### src/rtl/wrp_pkg.sv
// ----------------------------------------------------------------------------
// wrp_pkg
// Shared transaction types for the WAVE stream parser.
// ----------------------------------------------------------------------------
package wrp_pkg;

  typedef struct packed {
    logic [7:0] byte_value;
    logic       end_of_file;
  } in_item_t;

  typedef struct packed {
    logic [2:0]  result_kind;
    logic [7:0]  data_byte;
    logic        last_of_data;
    logic [15:0] channels;
    logic [31:0] sample_rate;
    logic [15:0] bits_per_sample;
  } out_item_t;

endpackage

### src/rtl/wrp_parser.sv
// ----------------------------------------------------------------------------
// wrp_parser
// Parse state and single-byte step logic: header check, chunk walk, fmt
// field capture, data pass-through and error reporting.
// ----------------------------------------------------------------------------
module wrp_parser
  import wrp_pkg::*;
(
  input  logic      clk,
  input  logic      rst_n,
  input  logic      step_en,
  input  in_item_t  item,
  output logic      res_have,
  output out_item_t res
);

  typedef enum logic [2:0] {
    PH_HEADER,
    PH_CHUNK,
    PH_FMT,
    PH_DATA,
    PH_SKIP,
    PH_PAD,
    PH_ERROR
  } phase_t;

  localparam logic [2:0]  KIND_DATA       = 3'd0;
  localparam logic [2:0]  KIND_FORMAT     = 3'd1;
  localparam logic [2:0]  KIND_BAD_HEADER = 3'd2;
  localparam logic [2:0]  KIND_NOT_PCM    = 3'd3;
  localparam logic [2:0]  KIND_TRUNCATED  = 3'd4;
  localparam logic [2:0]  KIND_FMT_SHORT  = 3'd5;

  localparam logic [31:0] TAG_RIFF  = 32'h5249_4646;
  localparam logic [31:0] TAG_WAVE  = 32'h5741_5645;
  localparam logic [31:0] NAME_FMT  = 32'h464D_5420;
  localparam logic [31:0] NAME_DATA = 32'h4441_5441;
  localparam logic [31:0] FMT_MIN   = 32'd16;
  localparam logic [15:0] TAG_PCM   = 16'd1;

  function automatic logic [7:0] fold_case(input logic [7:0] b);
    if (b >= 8'h61 && b <= 8'h7A) begin
      return b - 8'h20;
    end
    return b;
  endfunction

  // idx 0 is the first character on the wire
  function automatic logic [7:0] tag_char(input logic [31:0] tag, input logic [1:0] idx);
    logic [7:0] c;
    case (idx)
      2'd0:    c = tag[31:24];
      2'd1:    c = tag[23:16];
      2'd2:    c = tag[15:8];
      default: c = tag[7:0];
    endcase
    return c;
  endfunction

  phase_t      phase_r, phase_nxt;
  logic [3:0]  hdr_pos_r, hdr_pos_nxt;
  logic [31:0] name_r, name_nxt;
  logic [31:0] len_r, len_nxt;
  logic [31:0] left_r, left_nxt;
  logic        pad_r, pad_nxt;
  logic [4:0]  fofs_r, fofs_nxt;
  logic [15:0] ftag_r, ftag_nxt;
  logic [15:0] chan_r, chan_nxt;
  logic [31:0] rate_r, rate_nxt;
  logic [15:0] depth_r, depth_nxt;

  always_comb begin
    logic [7:0]  bval;
    logic [7:0]  fb;
    logic        ok;
    logic        is_err;
    logic        trunc;
    logic [2:0]  cpos;
    logic [4:0]  off;

    bval = item.byte_value;
    fb   = fold_case(bval);
    ok   = 1'b1;
    is_err = 1'b0;
    trunc  = 1'b0;
    cpos   = hdr_pos_r[2:0];
    off    = fofs_r;

    phase_nxt   = phase_r;
    hdr_pos_nxt = hdr_pos_r;
    name_nxt    = name_r;
    len_nxt     = len_r;
    left_nxt    = left_r;
    pad_nxt     = pad_r;
    fofs_nxt    = fofs_r;
    ftag_nxt    = ftag_r;
    chan_nxt    = chan_r;
    rate_nxt    = rate_r;
    depth_nxt   = depth_r;

    res_have = 1'b0;
    res      = '0;
    res.result_kind = KIND_DATA;

    case (phase_r)
      PH_HEADER: begin
        if (hdr_pos_r < 4'd4) begin
          ok = (fb == tag_char(TAG_RIFF, hdr_pos_r[1:0]));
        end else if (hdr_pos_r >= 4'd8 && hdr_pos_r < 4'd12) begin
          ok = (fb == tag_char(TAG_WAVE, hdr_pos_r[1:0]));
        end
        if (!ok) begin
          res_have = 1'b1;
          is_err   = 1'b1;
          res.result_kind = KIND_BAD_HEADER;
          phase_nxt = PH_ERROR;
        end else if (hdr_pos_r >= 4'd11) begin
          phase_nxt   = PH_CHUNK;
          hdr_pos_nxt = '0;
          name_nxt    = '0;
          len_nxt     = '0;
          pad_nxt     = 1'b0;
        end else begin
          hdr_pos_nxt = hdr_pos_r + 4'd1;
          trunc       = 1'b1;
        end
      end

      PH_CHUNK: begin
        if (cpos < 3'd4) begin
          name_nxt = {name_r[23:0], fb};
        end else begin
          len_nxt = len_r | ({24'd0, bval} << {cpos[1:0], 3'b000});
        end
        if (cpos < 3'd7) begin
          hdr_pos_nxt = {1'b0, cpos + 3'd1};
        end else begin
          pad_nxt  = len_nxt[0];
          left_nxt = len_nxt;
          if (name_nxt == NAME_FMT) begin
            if (len_nxt < FMT_MIN) begin
              res_have = 1'b1;
              is_err   = 1'b1;
              res.result_kind = KIND_FMT_SHORT;
              phase_nxt = PH_ERROR;
            end else begin
              phase_nxt = PH_FMT;
              fofs_nxt  = '0;
              ftag_nxt  = '0;
              chan_nxt  = '0;
              rate_nxt  = '0;
              depth_nxt = '0;
            end
          end else if (len_nxt == 32'd0) begin
            // even length, so no pad: straight to the next chunk header
            phase_nxt   = PH_CHUNK;
            hdr_pos_nxt = '0;
            name_nxt    = '0;
            len_nxt     = '0;
            pad_nxt     = 1'b0;
          end else if (name_nxt == NAME_DATA) begin
            phase_nxt = PH_DATA;
          end else begin
            phase_nxt = PH_SKIP;
          end
        end
      end

      PH_FMT: begin
        if (off < 5'd2) begin
          ftag_nxt = ftag_r | ({8'd0, bval} << {off[0], 3'b000});
        end else if (off < 5'd4) begin
          chan_nxt = chan_r | ({8'd0, bval} << {off[0], 3'b000});
        end else if (off < 5'd8) begin
          rate_nxt = rate_r | ({24'd0, bval} << {off[1:0], 3'b000});
        end else if (off >= 5'd14 && off < 5'd16) begin
          depth_nxt = depth_r | ({8'd0, bval} << {off[0], 3'b000});
        end
        if (left_r != 32'd0) begin
          left_nxt = left_r - 32'd1;
        end
        fofs_nxt = off + 5'd1;
        trunc    = (left_nxt != 32'd0);
        if (off >= 5'd15) begin
          res_have = 1'b1;
          if (ftag_nxt != TAG_PCM) begin
            is_err = 1'b1;
            res.result_kind = KIND_NOT_PCM;
            phase_nxt = PH_ERROR;
          end else begin
            res.result_kind     = KIND_FORMAT;
            res.channels        = chan_nxt;
            res.sample_rate     = rate_nxt;
            res.bits_per_sample = depth_nxt;
            if (left_nxt != 32'd0) begin
              phase_nxt = PH_SKIP;
            end else if (pad_r) begin
              phase_nxt = PH_PAD;
            end else begin
              phase_nxt   = PH_CHUNK;
              hdr_pos_nxt = '0;
              name_nxt    = '0;
              len_nxt     = '0;
              pad_nxt     = 1'b0;
            end
          end
        end
      end

      PH_DATA, PH_SKIP: begin
        if (left_r != 32'd0) begin
          left_nxt = left_r - 32'd1;
        end
        if (phase_r == PH_DATA) begin
          res_have = 1'b1;
          res.result_kind  = KIND_DATA;
          res.data_byte    = bval;
          res.last_of_data = (left_nxt == 32'd0);
          trunc            = (left_nxt != 32'd0);
        end
        if (left_nxt == 32'd0) begin
          if (pad_r) begin
            phase_nxt = PH_PAD;
          end else begin
            phase_nxt   = PH_CHUNK;
            hdr_pos_nxt = '0;
            name_nxt    = '0;
            len_nxt     = '0;
            pad_nxt     = 1'b0;
          end
        end
      end

      PH_PAD: begin
        phase_nxt   = PH_CHUNK;
        hdr_pos_nxt = '0;
        name_nxt    = '0;
        len_nxt     = '0;
        pad_nxt     = 1'b0;
      end

      default: begin
      end
    endcase

    // truncation overrides a data/format transaction, never an error
    if (item.end_of_file && trunc && !is_err) begin
      res_have = 1'b1;
      res      = '0;
      res.result_kind = KIND_TRUNCATED;
    end

    if (item.end_of_file) begin
      phase_nxt   = PH_HEADER;
      hdr_pos_nxt = '0;
      name_nxt    = '0;
      len_nxt     = '0;
      left_nxt    = '0;
      pad_nxt     = 1'b0;
      fofs_nxt    = '0;
      ftag_nxt    = '0;
      chan_nxt    = '0;
      rate_nxt    = '0;
      depth_nxt   = '0;
    end
  end

  always_ff @(posedge clk) begin
    if (!rst_n) begin
      phase_r   <= PH_HEADER;
      hdr_pos_r <= '0;
      name_r    <= '0;
      len_r     <= '0;
      left_r    <= '0;
      pad_r     <= 1'b0;
      fofs_r    <= '0;
      ftag_r    <= '0;
      chan_r    <= '0;
      rate_r    <= '0;
      depth_r   <= '0;
    end else if (step_en) begin
      phase_r   <= phase_nxt;
      hdr_pos_r <= hdr_pos_nxt;
      name_r    <= name_nxt;
      len_r     <= len_nxt;
      left_r    <= left_nxt;
      pad_r     <= pad_nxt;
      fofs_r    <= fofs_nxt;
      ftag_r    <= ftag_nxt;
      chan_r    <= chan_nxt;
      rate_r    <= rate_nxt;
      depth_r   <= depth_nxt;
    end
  end

endmodule

### src/rtl/wrp_out_stage.sv
// ----------------------------------------------------------------------------
// wrp_out_stage
// Result register with valid/ready handshake toward the consumer.
// ----------------------------------------------------------------------------
module wrp_out_stage
  import wrp_pkg::*;
(
  input  logic      clk,
  input  logic      rst_n,
  input  logic      load,
  input  out_item_t load_data,
  output logic      free,
  output logic      out_valid,
  input  logic      out_ready,
  output out_item_t out_data
);

  logic      valid_r;
  out_item_t data_r;

  assign free      = !valid_r || out_ready;
  assign out_valid = valid_r;
  assign out_data  = data_r;

  always_ff @(posedge clk) begin
    if (!rst_n) begin
      valid_r <= 1'b0;
    end else if (free) begin
      valid_r <= load;
    end
  end

  always_ff @(posedge clk) begin
    if (free && load) begin
      data_r <= load_data;
    end
  end

endmodule

### src/rtl/wave_riff_stream_parser.sv
// Path: an input transaction is held in the input register, then its result
//   transaction is presented from the result register.
// Throughput: 1 byte per cycle; the only stall is a held result at the output.
// Reset: synchronous, active low; clears the parse state to expect the file
//   header and empties both registers. End of file returns the parse state to
//   the file header after its byte.
// ----------------------------------------------------------------------------
// wave_riff_stream_parser
// Byte-stream RIFF/WAVE PCM parser: format report, data pass-through, errors.
// ----------------------------------------------------------------------------
module wave_riff_stream_parser
  import wrp_pkg::*;
(
  input  logic      clk,
  input  logic      rst_n,
  input  logic      in_valid,
  output logic      in_ready,
  input  in_item_t  in_data,
  output logic      out_valid,
  input  logic      out_ready,
  output out_item_t out_data
);

  logic      stg_valid_r;
  in_item_t  stg_data_r;
  logic      stg_adv;
  logic      step_en;
  logic      res_have;
  out_item_t res;
  logic      out_free;

  // a byte with no result never waits on the output side
  assign stg_adv  = !res_have || out_free;
  assign step_en  = stg_valid_r && stg_adv;
  assign in_ready = !stg_valid_r || stg_adv;

  always_ff @(posedge clk) begin
    if (!rst_n) begin
      stg_valid_r <= 1'b0;
    end else if (in_ready) begin
      stg_valid_r <= in_valid;
    end
  end

  always_ff @(posedge clk) begin
    if (in_ready && in_valid) begin
      stg_data_r <= in_data;
    end
  end

  wrp_parser u_parser (
    .clk      (clk),
    .rst_n    (rst_n),
    .step_en  (step_en),
    .item     (stg_data_r),
    .res_have (res_have),
    .res      (res)
  );

  wrp_out_stage u_out (
    .clk       (clk),
    .rst_n     (rst_n),
    .load      (step_en && res_have),
    .load_data (res),
    .free      (out_free),
    .out_valid (out_valid),
    .out_ready (out_ready),
    .out_data  (out_data)
  );

endmodule

### config.mk
export PLATFORM = sky130hd
export DESIGN_NAME = wave_riff_stream_parser
export DESIGN_NICKNAME = d
export VERILOG_FILES = /design/src/rtl/wrp_pkg.sv /design/src/rtl/wrp_parser.sv /design/src/rtl/wrp_out_stage.sv /design/src/rtl/wave_riff_stream_parser.sv
export SDC_FILE = /design/constraint.sdc
export NUM_CORES = 1
export LEC_CHECK = 0
export BUFFER_PORTS_ARGS = -buffer_cell sky130_fd_sc_hd__buf_2
export CORE_ASPECT_RATIO = 2
export CORE_MARGIN = 2
export CORE_UTILIZATION = 30
export CTS_CLUSTER_DIAMETER = 150
export DETAILED_ROUTE_END_ITERATION = 10
export PLACE_DENSITY = 0.46
export SLEW_MARGIN = 40
export SYNTH_ARGS = -nofsm -noshare
export SYNTH_HDL_FRONTEND = slang
export SYNTH_HIERARCHICAL = 1
export SYNTH_SLANG_ARGS = --single-unit
### constraint.sdc
create_clock -name clk -period 5.75 [get_ports clk]
set_input_delay 0.8625 -clock clk [delete_from_list [all_inputs] [get_ports clk]]
set_output_delay 0.8625 -clock clk [all_outputs]
set_load 0.1 [all_outputs]
* Yosys cells after proc, flatten, opt, wreduce, memory -nomap -nowiden
Index checks and enable logic that the tools add are counted.
** Cells by class
- $add $sub $neg :: 5
- Multipliers :: 0
- Divide/modulo/power cells :: 0
- Order comparisons :: 15
- Equality and inequality tests :: 24
- Shifts and indexed selects :: 3
- Muxes and demuxes :: 135
- Bitwise gates (word level) :: 9
- Reductions and logical operators :: 35
** Operator list (number)
- 32-bit two-way mux :: 36
- 32-bit case mux with 5 select lines :: 2
- 16-bit two-way mux :: 14
- 16-bit case mux with 2 select lines :: 3
- 32-bit case mux with 3 select lines :: 1
- 32-bit nonzero test :: 3
- 32-bit by 31-bit == test with 1-bit output, second input constant :: 2
- 32-bit zero test :: 2
- 32-bit bitwise OR :: 2
- 32-bit case mux with 2 select lines :: 1
- 8-bit by 5-bit << shifter with 32-bit output :: 2
- 8-bit two-way mux :: 7
- 3-bit two-way mux :: 17
- 16-bit bitwise OR :: 3
- 4-bit two-way mux :: 11
- 32-bit by 5-bit less-than comparator with 1-bit output, second input constant :: 1
- 32-bit by 1-bit subtractor with 32-bit output, second input constant :: 1
- 1-bit two-way mux :: 27
- 5-bit two-way mux :: 4
- 4-bit case mux with 5 select lines :: 1
- 5-bit case mux with 2 select lines :: 2
- 9-bit AND reduction :: 2
- 8-bit == test :: 2
- 16-bit by 1-bit != test with 1-bit output, second input constant :: 1
- 49 further kinds :: 79
** Storage, ports and cells
- Register bits :: 276
- Latch bits :: 0
- RAM bits :: 0
- Bits in read-only memories :: 0
- Bits of input ports :: 13
- Output and inout bits :: 78
- Logic and storage cells :: 247
- Memories :: 0

* Longest topological paths before layout
Gate-level depths: netlist of the first run.
- Depth in word-level cells :: 19
- Depth in mapped cells :: 22
- Mapped depth without buffers :: 17

* Modules after synthesis
The synthesis of the first run kept the hierarchy.
** By module, submodules not included
- wrp_parser :: instances 1, cells an instance 1363, area each 10463.8 um^2, seq. area each 3783.6 um^2
- wrp_out_stage :: instances 1, cells an instance 81, area each 2339.7 um^2, seq. area each 2302.2 um^2
- wave_riff_stream_parser :: instances 1, cells an instance 17, area each 352.8 um^2, seq. area each 290.3 um^2

* Worst setup path after synthesis of the first run
No wires, ideal clock.
- Kind :: reg-to-reg
- Start point :: register u_parser.left_r[0]
- End point :: register u_parser.name_r[26]
- Arrival :: 4.676 ns
- Setup slack :: 0.957 ns
- Cell stages (with the launch flop) :: 22
- Buffers on the path :: 4
- Period minus slack after synthesis :: 4.793 ns
- Cells stage by stage :: dfxtp_1 clkbuf_1 inv_1 ha_1 or4b_1 buf_2 nor3_4 nand4_4 mux2_2 nor3_2 a41oi_2 buf_6 a21oi_1 or2_2 o211ai_1 a21boi_0 o21ai_0 a2111o_1 a211oi_2 a21boi_1 clkbuf_1 a22o_1
** On the way
- Cells in the longest elaborated chain, start to end :: 13
- Elaborated cells between the ends (all ways) :: 19
- Those cells by class :: add/sub: 1; eq/ne: 2; mux: 6; reduce/logical: 10
** Ends and longest elaborated chain
- start: declaration :: RTL line wrp_parser.sv:64 : logic [31:0] left_r, left_nxt;
- start signal: assignment :: RTL line wrp_parser.sv:286 : left_r <= left_nxt;
- 32-bit by 1-bit subtractor with 32-bit output or 32-bit nonzero test (tied branches)
- 32-bit two-way mux * :: RTL line wrp_parser.sv:179, wrp_parser.sv:211
- 32-bit two-way mux :: RTL line wrp_parser.sv:105 : case (phase_r)
- 32-bit nonzero test :: RTL line wrp_parser.sv:219 : trunc = (left_nxt != 32'd0);
- 1-bit two-way mux :: RTL line wrp_parser.sv:214 : if (phase_r == PH_DATA) begin
- 1-bit case mux with 3 select lines * :: RTL line wrp_parser.sv:105
- 1-bit logical AND * (2 in a row) :: RTL line wrp_parser.sv:247 : if (item.end_of_file && trunc && !is_err) begin
- 1-bit two-way mux * :: RTL line wrp_parser.sv:247
- named net res_have :: RTL line wave_riff_stream_parser.sv:28 : logic res_have;
- 1-bit zero test * :: RTL line wave_riff_stream_parser.sv:33 : assign stg_adv = !res_have || out_free;
- 1-bit logical OR * :: RTL line wave_riff_stream_parser.sv:33
- 1-bit logical AND * :: RTL line wave_riff_stream_parser.sv:34 : assign step_en = stg_valid_r && stg_adv;
- named net step_en :: RTL line wave_riff_stream_parser.sv:27 : logic step_en;
- 8-bit AND reduction (no source line) *
- end signal: assignment :: RTL line wrp_parser.sv:284 : name_r <= name_nxt;
- end: declaration :: RTL line wrp_parser.sv:62 : logic [31:0] name_r, name_nxt;
The timed path passes the listed nets; every way through them passes the cells marked *. The select of a mux whose other input is x is not followed.
A chain may end at the register's enable or synchronous reset.

* Worst setup path after layout of the first run
- Start point :: register u_parser.hdr_pos_r[1]
- End point :: output in_ready
** On the way
- Cells in the longest elaborated chain, start to end :: 17
- Elaborated cells between the ends (all ways) :: 46
- Those cells by class :: order compare: 7; eq/ne: 5; shift: 1; mux: 24; bitwise: 1; reduce/logical: 8
** Ends and longest elaborated chain
- start: declaration :: RTL line wrp_parser.sv:61 : logic [3:0] hdr_pos_r, hdr_pos_nxt;
- start signal: assignment :: RTL line wrp_parser.sv:283 : hdr_pos_r <= hdr_pos_nxt;
- parallel branches: the longest is 13 deep, another holds 32-bit by 5-bit less-than comparator with 1-bit output
- 1-bit two-way mux * :: RTL line wrp_parser.sv:247
- named net res_have :: RTL line wave_riff_stream_parser.sv:28
- 1-bit zero test * :: RTL line wave_riff_stream_parser.sv:33
- 1-bit logical OR * :: RTL line wave_riff_stream_parser.sv:33
- 1-bit logical OR * :: RTL line wave_riff_stream_parser.sv:35 : assign in_ready = !stg_valid_r || stg_adv;
- end: declaration :: RTL line wave_riff_stream_parser.sv:17 : output logic in_ready,
Mark *: on every way through the listed nets, which the timed path passes. The select of a mux whose other input is x is not followed.

==> out/qor.csv, run 1 <==
metric,value,unit
rr_worst_depth,20,
critPathKind,register to primary output,
grt_max_degree,81,
cp_slowest_cell,dfxtp_2,
cts_tree,yes,
worst_hold_slack,0.448,ns
place.gp.congestion,0.956,
synth_edf_count,85,
critical_path.most_common_cell,a21oi_1,
relSlewSlack,0.452,
power.leakage,5.56,nW
hold_violations,0,
syn_area,13200,um2
final_net_count,1563,
status,"complete, no violations",
syn_inst,1461,
crit_cells,14,
slew_viol_final,0,
ir_drop,0.203,mV
htree_levels,1,
setup_violations,0,
clkLatencyLatePin,0.56,ns
antenna_left,0,
max_freq,185,MHz
drv_cap,0,
path_cells,inv_1 -> ha_1 -> or4b_1 -> a21oi_1 -> o21ai_1 -> a221oi_2 -> nor2_1 -> nor3_1 -> a21oi_1 -> or2_2 -> o211ai_1 -> buf_4 -> nand3b_4 -> buf_2,
fin_util,0.354,
drive_gt1_frac,0.166,
grt_setup_unrepaired,false,
synth_seq_area_share,0.485,
dp.cells,2058,
port_buffers,90,
ys_warn_count,6,
route.detailed.drc,0,
core_area,43400,um2
cts.path.max_buffers,3,
startpoint,u_parser/hdr_pos_r[1],
cts_num_sinks,276,
critical-path-max-stage-delay,0.51,ns
pwr_density_cell,280,nW/um2
root_buffer,clkbuf_16,
critPathBufInv,3,
grt_pass1_vias,11500,
post_drt_via_cell_ratio,5.47,
intPower,0.00311,W
p_sw_frac,0.277,
rrSetupSlack,0.53,ns
required,4.89,ns
drt-initial-drc-count,609,
seq_power_share,0.480,
period_needed,5.40,ns
rows,108,
syn_avg_cell_area,9.01,um2
start_util,0.303,
crit_path_end,in_ready,
timing.rr.start,u_parser/left_r[0],
fp.dieW,152,um
end_kind,primary output,
hp-class,register to register,
die_h,300,um
syn2layout_area_growth,16.7,%
dieArea,45600,um2
synth-main-ff-cell,dfxtp_1,
io_pins,91,
tns,0,ns
antenna_cells,0,
clk_pin_slew_worst_paths,0.07,ns
power.switching,0.00119,W
wl_per_cell,22.2,um
clkPwrFrac,0.409,
dr.pass1.iters,5,
p_total,0.00429,W
vias,11500,
tightest_slew,0.816,ns
wl,46.7,mm
dp_hpwl,34.5,mm
async_flop_share,0,
synth_nets,1488,
cts_setup_buffers,0,
critPathLaunchType,register,
pwr-share-comb,0.111,
antenna_found_initial,0,
grt_overflow_total,0,
cp_max_fo,15,
arrival,4.54,ns
cts_buffers,26,
finalCritPeriodShare,0.940,
synthDistinctLibCells,90,
r2r_end,u_parser/len_r[17],
finClkSkew,0.0203,ns
grt_use_total,0.199,
grt_pass1_wl,70.3,mm
critPathTopFamily,simple AND/OR/NAND/NOR gates,
ys_ff_latch,276,
fin_cells,2105,
-- worst min-delay path, cell delays in order (launching register included) --
cell and delay, ns:
dfxtp_1 0.31, nand2_1 0.05, a21boi_1 0.05
-- layer usage --
metal  global-route usage  vias up  share of wire
met4                0.113        0          0.060
met2                0.413      330           0.58
met1                0.185     5577           0.33
li1                     -     5487              -
met5                    0        -              0
met3               0.0169      123          0.030
-- metrics by stage --
step | area (um2) | setup WS, ns
CTS | 15300 | 0.156
floorplan | 13200 | 0.957
detailed placement | 14500 | 0.372
finish | 15300 | 0.347
global route | 15300 | 0.0000853
global placement | 14400 | 0.161
-- registers in the layout, summed over array words and instances, names as in the netlist, 9 cells and up --
register and flops:
u_parser/left_r 32, u_parser/rate_r 32, u_parser/depth_r 16, u_parser/ftag_r 16, u_parser/chan_r 16, stg_data_r 9
u_parser/len_r 32, u_parser/name_r 32, u_out/out_data 76
-- worst min path at each step --
stage	endpoint	cells past startpoint	start	slack (ns)
after detailed placement	u_parser/len_r[15]	2	u_parser/len_r[15]	0.44
after CTS	u_parser/len_r[15]	2	u_parser/len_r[15]	0.45
final	u_parser/len_r[15]	2	u_parser/len_r[15]	0.45
after global placement	u_parser/len_r[3]	2	u_parser/len_r[3]	0.44
after floorplan	u_parser/len_r[13]	2	u_parser/len_r[13]	0.43
after global routing	u_parser/len_r[15]	2	u_parser/len_r[15]	0.46
-- cell usage after synthesis, types with 5 or more instances --
cell type / number / area [um2]
a2111oi_0: 6 / 52.6
a21boi_0: 5 / 37.5
a21boi_1: 16 / 120
a21oi_1: 162 / 811
a22o_1: 29 / 254
a22oi_1: 23 / 173
a31oi_1: 59 / 369
and2_1: 27 / 169
and3_1: 15 / 93.8
buf_2: 18 / 90.1
buf_6: 5 / 56.3
clkbuf_1: 89 / 334
dfxtp_1: 191 / 3820
edfxtp_1: 85 / 2550
ha_1: 14 / 175
inv_1: 20 / 75.1
mux2_2: 6 / 67.6
mux2i_1: 8 / 80.1
nand2_1: 64 / 240
nand3_1: 28 / 140
nand4_1: 22 / 138
nand4b_1: 7 / 61.3
nor2_1: 220 / 826
nor2b_1: 49 / 307
nor3_1: 43 / 215
nor4_1: 16 / 100
nor4b_1: 12 / 105
o211ai_1: 8 / 60.1
o21a_1: 6 / 45.0
o21ai_0: 44 / 220
o21ai_1: 5 / 25.0
o22ai_1: 17 / 106
or3_1: 19 / 119
or4_1: 9 / 67.6
xnor2_1: 12 / 105
xor2_1: 9 / 78.8
-- final cells by class --
| class | instances | area (um2) |
|---|---|---|
| Sequential cell | 276 | 6380 |
| Clock inverter | 9 | 60.1 |
| Tap cell | 550 | 688 |
| Multi-Input combinational cell | 1048 | 6290 |
| Timing Repair Buffer | 162 | 1040 |
| Clock buffer | 38 | 798 |
| Fill cell | 4444 | 28000 |
| Inverter | 22 | 82.6 |
-- what timing repair did --
action                                  in CTS  in global routing
gates resized for setup                      1                  2
hold buffers                                 0                  0
endpoints found under the setup margin       1                 28
-- logic make-up (layout without fill, tap and decap cells) --
kind of cell | Yosys count | count (layout) | share of synthesized area
muxes | 14 | 14 | 0.0112
adders and majority gates | 14 | 14 | 0.0133
xor gates and xnor gates | 21 | 21 | 0.0140
buffers and inverters | 137 | 231 | 0.0438
and+or+nand+nor | 574 | 574 | 0.228
DFF | 276 | 276 | 0.485
AOI/OAI and AO/OA | 425 | 425 | 0.205
-- layout by cell type (no fill, tap or decap), types with 9 or more instances in the layout --
| cell | netlist | layout |
|---|---|---|
| xor2_1 | 9 | 9 |
| o21ai_0 | 44 | 41 |
| inv_1 | 20 | 20 |
| a22oi_1 | 23 | 23 |
| nor2_1 | 220 | 219 |
| nor4_1 | 16 | 16 |
| nor3_1 | 43 | 41 |
| edfxtp_1 | 85 | 85 |
| a31oi_1 | 59 | 59 |
| a22o_1 | 29 | 29 |
| buf_2 | 18 | 90 |
| clkbuf_16 | 0 | 28 |
| nand3_1 | 28 | 28 |
| and2_1 | 27 | 27 |
| o22ai_1 | 17 | 17 |
| dfxtp_1 | 191 | 189 |
| nor2b_1 | 49 | 46 |
| a21oi_1 | 162 | 162 |
| or4_1 | 9 | 9 |
| nand2_1 | 64 | 64 |
| or3_1 | 19 | 19 |
| and3_1 | 15 | 15 |
| nand4_1 | 22 | 22 |
| nor4b_1 | 12 | 10 |
| ha_1 | 14 | 14 |
| buf_4 | 0 | 67 |
| xnor2_1 | 12 | 12 |
| a21boi_1 | 16 | 16 |
-- power groups by stage --
stage	combinational (W)	clock (W)	sequential (W)
global route	0.000500	0.00189	0.00206
detailed placement	0.000475	0	0.00211
floorplan	0.000184	0	0.00225
CTS	0.000476	0.00181	0.00206
finish	0.000476	0.00176	0.00206
global placement	0.000474	0	0.00211
Power figures use the tool's default switching activity.
==> inputs of run 2 (changes only) <==
--- a/config.mk
+++ b/config.mk
@@ -5,7 +5,7 @@
 export SDC_FILE = /design/constraint.sdc
 export NUM_CORES = 1
 export LEC_CHECK = 0
-export BUFFER_PORTS_ARGS = -buffer_cell sky130_fd_sc_hd__buf_2
+export BUFFER_PORTS_ARGS = -buffer_cell sky130_fd_sc_hd__buf_4
 export CORE_ASPECT_RATIO = 2
 export CORE_MARGIN = 2
 export CORE_UTILIZATION = 30
==> constraint.sdc (replaced) <==
create_clock -name clk -period 6.9 [get_ports clk]
set_input_delay 1.035 -clock clk [delete_from_list [all_inputs] [get_ports clk]]
set_output_delay 1.035 -clock clk [all_outputs]
set_load 0.1 [all_outputs]
==> out/qor.csv, run 2 (synthesized netlist as in run 1, its figures left out) <==
metric,value,unit
cts_buffers,26,
core_area,43400,um2
rows,108,
final_net_count,1530,
fin_cells,2073,
setup_violations,0,
cts_hold_buffers,0,
ir_drop,0.150,mV
place.gp.congestion,0.941,
grt_setup_unrepaired,false,
power.leakage,5.47,nW
status,"complete, no violations",
grt_pass1_vias,11400,
slew_viol_final,0,
startpoint,u_parser/hdr_pos_r[0],
path_cells,inv_1 -> ha_1 -> or3b_2 -> a21oi_1 -> o21ai_1 -> a221oi_1 -> nor2_1 -> nor3_1 -> a21oi_1 -> or2_2 -> o211ai_1 -> nand3b_4 -> buf_4,
cts_tree,yes,
wl_per_cell,21.6,um
htree_levels,1,
tightest_slew,0.878,ns
start_util,0.303,
critPathKind,register to primary output,
cts_setup_buffers,0,
final_common_cell,nor2_1,
relSlewSlack,0.409,
max_freq,169,MHz
pwr_density_cell,239,nW/um2
period_needed,5.90,ns
timing.rr.start,u_parser/left_r[0],
rrSetupSlack,1.05,ns
arrival,4.87,ns
cts.path.max_buffers,3,
tns,0,ns
required,5.86,ns
dp_hpwl,32.5,mm
critPathLaunchType,register,
finClkSkew,0.0154,ns
end_kind,primary output,
post_drt_via_cell_ratio,5.47,
dp.cells,2024,
nFillCells,4513,
wl,44.8,mm
dieArea,45600,um2
power.switching,0.000993,W
drive_gt1_frac,0.150,
critical_path.most_common_cell,a21oi_1,
root_buffer,clkbuf_16,
final_cell_mix,"218 x nor2_1, 189 x dfxtp_1, 161 x a21oi_1, 127 x buf_4, 85 x edfxtp_1",
clkPwrFrac,0.425,
multi_input_comb_area,6310,um2
largest_reg_flops,76,
seq_power_share,0.468,
finalCritPeriodShare,0.856,
clk_pin_slew_worst_paths,0.07,ns
grt_pass1_wl,67.9,mm
cp_max_fo,15,
cts_num_sinks,276,
cp_slowest_cell,dfxtp_1,
drt-initial-drc-count,588,
route.detailed.drc,0,
vias,11300,
fp.dieW,152,um
io_pins,91,
antenna_found_initial,0,
hold_violations,0,
p_sw_frac,0.270,
drv_cap,0,
critical-path-max-stage-delay,0.67,ns
intPower,0.00268,W
die_h,300,um
syn2layout_area_growth,16.8,%
grt_use_total,0.190,
grt_max_degree,81,
hp-start,u_parser/len_r[15],
dr.pass1.iters,6,
antenna_cells,0,
post_cts_resized,0,
seq_area,6380,um2
clkLatencyLatePin,0.56,ns
hp-class,register to register,
grt_overflow_total,0,
port_buffers,90,
antenna_left,0,
pwr-share-comb,0.107,
==> run 2: cell count changes in the layout (fill, tap and decap cells not counted), moves of 2 or more <==
cell,before,now
buf_2,90,0
buf_4,67,127
bufinv_16,0,5
clkbuf_8,6,1
buf_12,4,2
clkbuf_16,28,26
clkinv_1,2,4
==> run 2: path summary, 6_finish.rpt <==
check                        to  cells past startpoint
max                    in_ready                     13
min          u_parser/len_r[15]                      2
max reg2reg  u_parser/len_r[17]                     18
min reg2reg  u_parser/len_r[15]                      2
==> run 2: worst max-delay path: cells and delay by family (launching register included) <==
family	cells	cell delay (ns)
and+or+nand+nor	5	1.63
AOI/OAI and AO/OA	5	1.21
DFF	1	0.67
buffers and inverters	2	0.51
adders and majority gates	1	0.30
==> run 2: layout make-up <==
class / count / share of cell area
tap: 550 / 0.0448
timing repair buffer: 129 / 0.0646
sequential: 276 / 0.415
inverter: 22 / 0.00537
multi-input combinational: 1048 / 0.410
clock buffer: 30 / 0.0440
clock inverter: 18 / 0.0158
==> run 2: power groups by stage <==
stage / registers [W] / clock network [W] / logic, W
floorplan: 0.00188 / 0 / 0.000153
global route: 0.00172 / 0.00166 / 0.000412
detailed placement: 0.00176 / 0 / 0.000391
CTS: 0.00172 / 0.00161 / 0.000392
global placement: 0.00176 / 0 / 0.000389
finish: 0.00172 / 0.00156 / 0.000393
==> run 2: layer usage <==
metal,share of wire,GRT usage,vias up
met5,0,0,-
met4,0.060,0.110,0
met3,0.037,0.0179,120
met2,0.57,0.393,357
met1,0.33,0.174,5443
li1,-,-,5422
==> run 2: per-stage QoR <==
step                      utilization  setup slack [ns]  total power (W)  hold slack [ns]  area, um2
after floorplan                     -              2.11          0.00203            0.430      13200
after global placement          0.332              1.02          0.00215            0.436      14400
after detailed placement        0.332              1.07          0.00215            0.443      14400
after CTS                       0.354              1.06          0.00372            0.453      15300
after global routing            0.354             0.624          0.00379            0.467      15400
final                           0.354             0.997          0.00368            0.453      15400
